File: src/assert_macros.svh
// assertion macros shared by the route table rtl
`ifndef ASSERT_MACROS_SVH
`define ASSERT_MACROS_SVH

`ifndef SYNTHESIS

// property holds on every clock edge out of reset
`define LPMR_ASSERT(label, clk, rst_n, prop) \
    label: assert property (@(posedge clk) disable iff (!rst_n) (prop)) \
        else $error("lpmr assertion failed");

// consequent holds in the same cycle as the antecedent
`define LPMR_ASSERT_IMPL(label, clk, rst_n, ante, cons) \
    label: assert property (@(posedge clk) disable iff (!rst_n) (ante) |-> (cons)) \
        else $error("lpmr assertion failed");

// consequent holds in the cycle after the antecedent
`define LPMR_ASSERT_NEXT(label, clk, rst_n, ante, cons) \
    label: assert property (@(posedge clk) disable iff (!rst_n) (ante) |=> (cons)) \
        else $error("lpmr assertion failed");

`else

`define LPMR_ASSERT(label, clk, rst_n, prop)
`define LPMR_ASSERT_IMPL(label, clk, rst_n, ante, cons)
`define LPMR_ASSERT_NEXT(label, clk, rst_n, ante, cons)

`endif

`endif

File: src/lpmr_pkg.sv
// types and constants for the longest prefix match route table
package lpmr_pkg;

    localparam int ADDR_BITS       = 32;
    localparam int LEN_BITS        = 6;
    localparam int TTL_BITS        = 8;
    localparam int DEF_ROUTE_SLOTS = 32;
    localparam int DEF_IFACE_BITS  = 4;

    localparam logic [LEN_BITS-1:0] MAX_LEN = 6'd32;
    localparam logic [TTL_BITS-1:0] TTL_MIN = 8'd1;

    localparam logic KIND_ADD   = 1'b0;
    localparam logic KIND_ROUTE = 1'b1;

    typedef enum logic [2:0] {
        ST_ADDED     = 3'd0,
        ST_REPLACED  = 3'd1,
        ST_FULL      = 3'd2,
        ST_FORWARDED = 3'd3,
        ST_TTL       = 3'd4,
        ST_NOROUTE   = 3'd5
    } status_t;

    // request travelling down the chain with the search results so far
    typedef struct packed {
        logic                 valid;
        logic                 kind;
        logic [ADDR_BITS-1:0] addr;
        logic [LEN_BITS-1:0]  len;
        logic                 hit_found;
        logic                 free_found;
        logic                 best_found;
        logic [LEN_BITS-1:0]  best_len;
        logic                 best_has_hop;
        logic [ADDR_BITS-1:0] best_hop;
    } token_t;

    // slot update broadcast to every cell
    typedef struct packed {
        logic                 en;
        logic [ADDR_BITS-1:0] prefix;
        logic [LEN_BITS-1:0]  len;
        logic                 has_hop;
        logic [ADDR_BITS-1:0] hop;
    } write_t;

endpackage

File: src/lpmr_cell.sv
// one route slot with its compare logic and a token stage of the chain
`include "assert_macros.svh"

module lpmr_cell #(
    parameter int SLOT_BITS  = 5,
    parameter int IFACE_BITS = lpmr_pkg::DEF_IFACE_BITS,
    parameter logic [SLOT_BITS-1:0] SLOT_INDEX = '0
) (
    input  logic                   clk,
    input  logic                   rst_n,
    input  lpmr_pkg::token_t       tok_in,
    input  logic [SLOT_BITS-1:0]   hit_idx_in,
    input  logic [SLOT_BITS-1:0]   free_idx_in,
    input  logic [IFACE_BITS-1:0]  best_iface_in,
    output lpmr_pkg::token_t       tok_out,
    output logic [SLOT_BITS-1:0]   hit_idx_out,
    output logic [SLOT_BITS-1:0]   free_idx_out,
    output logic [IFACE_BITS-1:0]  best_iface_out,
    input  lpmr_pkg::write_t       wr,
    input  logic [SLOT_BITS-1:0]   wr_idx,
    input  logic [IFACE_BITS-1:0]  wr_iface
);
    import lpmr_pkg::*;

    logic                  used_reg;
    logic [ADDR_BITS-1:0]  prefix_reg;
    logic [LEN_BITS-1:0]   length_reg;
    logic                  has_hop_reg;
    logic [ADDR_BITS-1:0]  hop_reg;
    logic [IFACE_BITS-1:0] iface_reg;

    token_t                tok_reg;
    token_t                tok_next;
    logic [SLOT_BITS-1:0]  hit_idx_reg;
    logic [SLOT_BITS-1:0]  hit_idx_next;
    logic [SLOT_BITS-1:0]  free_idx_reg;
    logic [SLOT_BITS-1:0]  free_idx_next;
    logic [IFACE_BITS-1:0] best_iface_reg;
    logic [IFACE_BITS-1:0] best_iface_next;

    logic                  wr_here;
    logic [ADDR_BITS-1:0]  mask;

    assign wr_here = wr.en && (wr_idx == SLOT_INDEX);
    assign mask    = ~({ADDR_BITS{1'b1}} >> length_reg);

    always_ff @(posedge clk or negedge rst_n)
    begin
        if (!rst_n)
        begin
            used_reg <= 1'b0;
        end
        else if (wr_here)
        begin
            used_reg <= 1'b1;
        end
    end

    always_ff @(posedge clk)
    begin
        if (wr_here)
        begin
            prefix_reg  <= wr.prefix;
            length_reg  <= wr.len;
            has_hop_reg <= wr.has_hop;
            hop_reg     <= wr.hop;
            iface_reg   <= wr_iface;
        end
    end

    always_comb
    begin
        tok_next        = tok_in;
        hit_idx_next    = hit_idx_in;
        free_idx_next   = free_idx_in;
        best_iface_next = best_iface_in;
        if (used_reg)
        begin
            // exact entry for replacement
            if (!tok_in.hit_found && prefix_reg == tok_in.addr && length_reg == tok_in.len)
            begin
                tok_next.hit_found = 1'b1;
                hit_idx_next       = SLOT_INDEX;
            end
            // strictly longer match wins, so the lowest slot keeps a tie
            if ((tok_in.addr & mask) == prefix_reg
                && (!tok_in.best_found || length_reg > tok_in.best_len))
            begin
                tok_next.best_found   = 1'b1;
                tok_next.best_len     = length_reg;
                tok_next.best_has_hop = has_hop_reg;
                tok_next.best_hop     = hop_reg;
                best_iface_next       = iface_reg;
            end
        end
        else if (!tok_in.free_found)
        begin
            tok_next.free_found = 1'b1;
            free_idx_next       = SLOT_INDEX;
        end
    end

    always_ff @(posedge clk or negedge rst_n)
    begin
        if (!rst_n)
        begin
            tok_reg <= '0;
        end
        else
        begin
            tok_reg <= tok_next;
        end
    end

    always_ff @(posedge clk)
    begin
        hit_idx_reg    <= hit_idx_next;
        free_idx_reg   <= free_idx_next;
        best_iface_reg <= best_iface_next;
    end

    assign tok_out        = tok_reg;
    assign hit_idx_out    = hit_idx_reg;
    assign free_idx_out   = free_idx_reg;
    assign best_iface_out = best_iface_reg;

    `LPMR_ASSERT_NEXT(a_cell_claims_slot, clk, rst_n, wr_here, used_reg)
    `LPMR_ASSERT_IMPL(a_cell_best_len, clk, rst_n, tok_reg.best_found, tok_reg.best_len <= MAX_LEN)
    `LPMR_ASSERT_NEXT(a_cell_token_moves, clk, rst_n, tok_in.valid, tok_reg.valid)

endmodule

File: config.mk
export PLATFORM = sky130hd
export DESIGN_NAME = lpmr_cell
export DESIGN_NICKNAME = d
export VERILOG_FILES = /design/src/lpmr_pkg.sv /design/src/lpmr_cell.sv
export VERILOG_INCLUDE_DIRS = /design/src /design/src/src
export SDC_FILE = /design/constraint.sdc
export NUM_CORES = 1
export LEC_CHECK = 0
export BUFFER_PORTS_ARGS = -buffer_cell sky130_fd_sc_hd__buf_4
export CAP_MARGIN = 20
export CORE_UTILIZATION = 40
export CTS_BUF_LIST = sky130_fd_sc_hd__clkbuf_8
export DETAILED_ROUTE_END_ITERATION = 12
export PLACE_DENSITY = 0.68
export SLEW_MARGIN = 20
export SYNTH_ARGS = -nofsm -noshare
export SYNTH_HDL_FRONTEND = slang
export SYNTH_SLANG_ARGS = --single-unit
File: constraint.sdc
create_clock -name clk -period 8.8 [get_ports clk]
set_input_delay 2.2 -clock clk [delete_from_list [all_inputs] [get_ports clk]]
set_output_delay 2.2 -clock clk [all_outputs]
set_load 0.005 [all_outputs]
==> flow_summary.toml <==
[placement]
port-buffer-count = 274
routabilityCongestion = 0.907
placed_area_um2 = 9220
pre_cts_ws_ns = 3.81
dpl.hpwl_um = 13600

[logic_synthesis]
ys_seq_area_frac = 0.661
netlist_area_um2 = 6970
yosysTopAreaCellShare = 0.323
async_flop_share = 0.483
synth_cells = 465
syn_area_per_cell_um2 = 15.0
synth-seq-cells = 172
netlist_top_cells_area = "edfxtp_1 (32%), dfrtp_1 (30%), mux2_4 (8.4%)"
synth-edff-count = 75
yosys.area.top_type = "edfxtp_1"
yosysUniqueCellTypes = 54
synth_ff_type = "dfrtp_1"
ys_warn_count = 0
mappedNetlistNets = 650

[clocking]
clk_latency_ns = 0.46
clock_sinks = 172
clk_pin_slew_worst_paths_ns = 0.10
cts_tree = "yes"
cts_setup_buffers = 0
numCtsBuffers = 17
cts_hold_buf = 0
root_buffer = "clkbuf_8"
cts_resized = 0
cts.htree.levels = 4
clockBufferDepth = 2

[floorplan]
fp.dieH_um = 134
chipWidth_um = 134
dieArea_um2 = 18000
row_count = 47
core_area_um2 = 16800
start_util = 0.415
ioPinCount = 275

[hold_path]
min_path_cells = 1
min-delay-start = "hop_reg[2]"
hp-class = "flip-flop to flip-flop"
hold_path_end = "tok_out[2]"

[worst_setup_path]
r2r-start = "length_reg[2]"
worstSetupStartpointType = "input port"
worstPathArrival_ns = 4.85
r2r-end = "tok_out[0]"
crit_path_max_fanout = 43
r2r_cells = 8
rrSetupSlack_ns = 4.82
crit_type = "input port to flip-flop"
required_ns = 9.15
end_kind = "flip-flop"

[timing]
hold_violations = 0
clock_skew_ns = 0.0193
setup_tns_ns = 0
fmax_mhz = 222
worst_slack_ns = 4.30
timing.final.max_slew_violations = 0
min_period_ns = 4.50
fin_hold_ws_ns = 0.486
period_share = 0.511
tightest_slew_ns = 1.04
max-slew-margin-rel = 0.306
rsz0062_at_grt = "no"
setup_viol = 0

[routing]
wire_per_inst_um = 19.0
first_pass_iters = 4
drc = 0
vias = 4841
drt_wl_total_um = 18600
drt_iter0_drc = 190
drtAntennaViolNets = 0
vias_per_cell = 4.95

[layout]
final_nets = 929
layout_common_cells = "buf_4 (276), dfrtp_1 (83), edfxtp_1 (75), mux2_4 (39), xor2_1 (30)"
antennaDiodeCount = 0
layout_commonest_cell = "buf_4"
final_cell_area_um2 = 9640
largest_reg_flops = 82
syn_to_final_growth_pct = 38.3
drive_gt1_frac = 0.481
fill_cells = 1419

[pwr]
power_mw = 1.63
p_int_mw = 1.24
p_sw_mw = 0.386
pwr-share-clk = 0.359
powerDensity_nw_per_um2 = 169
power_frac_seq = 0.538
switching_share = 0.237
p_leak_nw = 4.21
vdd_drop_max_mv = 0.120
comb_power_share = 0.103

[global_route]
grt_overflow = 0
grt_max_degree = 84
grtUsageTotal = 0.214
grt_antenna_before_repair = 0
grt_pass1_wl_um = 28500
grt_pass1_vias = 5250

[run]
cap_violations = 0

[run_status]
status = "finished, final reports clean"
-- worst max-delay path by stage --
stage                     from                end  slack (ns)
finish              tok_in[73]         tok_out[0]        4.30
global route        tok_in[49]  best_iface_out[3]        4.14
global placement    tok_in[49]         tok_out[0]        3.85
floorplan            wr_idx[3]           used_reg        0.15
detailed placement  tok_in[73]         tok_out[0]        3.81
CTS                 tok_in[73]         tok_out[0]        4.31
-- critical path: stages --
cell and delay (ns):
buf_4 0.12, nor2b_1 0.14, a21boi_0 0.12, a311o_1 0.34
nor4_1 0.25, nand4_1 0.25, a2111oi_4 0.31, buf_4 0.66
mux2_2 0.41
-- area by class of cell --
class | instances | area (µm²) | area share
Clock inverter | 14 | 170 | 0.0176
Tap cell | 220 | 275 | 0.0285
Multi-Input combinational cell | 262 | 2200 | 0.229
Timing Repair Buffer | 277 | 2080 | 0.216
Clock buffer | 18 | 248 | 0.0257
Inverter | 14 | 52.6 | 0.00545
Sequential cell | 172 | 4610 | 0.478
-- through the flow --
| stage | std cells | util |
|---|---|---|
| after floorplan | 465 | - |
| after global placement | 945 | 0.548 |
| after detailed placement | 945 | 0.548 |
| after CTS | 977 | 0.573 |
| after global routing | 977 | 0.573 |
| final | 977 | 0.573 |
-- cell families after synthesis --
logic type      after synthesis  synth area share
flops                       172             0.661
simple gates                107            0.0917
compound gates               64            0.0698
mux                          43            0.0903
xor+xnor                     42            0.0528
buf+inv                      31            0.0235
fa+ha+maj                     6            0.0108
-- synth_stat cells (6+ instances only) --
cell type and instances:
xnor2_1 12, ha_1 6, edfxtp_1 75, nor4_1 11
nor2_1 6, and2_1 9, nand2b_1 17, nand3_1 9
dfrtp_1 83, nand4_1 7, nor2b_1 17, inv_1 14
nand2_1 10, a21oi_1 14, mux2_4 39, dfxtp_1 14
o21ai_0 16, xor2_1 30, buf_2 8
-- power by group through the flow --
stage	clock (mW)	sequential, mW	combinational (mW)
after detailed placement	0	0.895	0.170
after global placement	0	0.895	0.167
after CTS	0.601	0.878	0.171
after floorplan	0	0.896	0.0434
after global routing	0.628	0.881	0.182
final	0.584	0.878	0.168
-- per-layer routing --
| layer | GRT usage | part of all wire |
|---|---|---|
| met1 | 0.244 | 0.38 |
| met2 | 0.368 | 0.51 |
| met3 | 0.0824 | 0.089 |
| met4 | 0.0755 | 0.019 |
| met5 | 0 | 0 |
(Power assumes the default switching activity.)
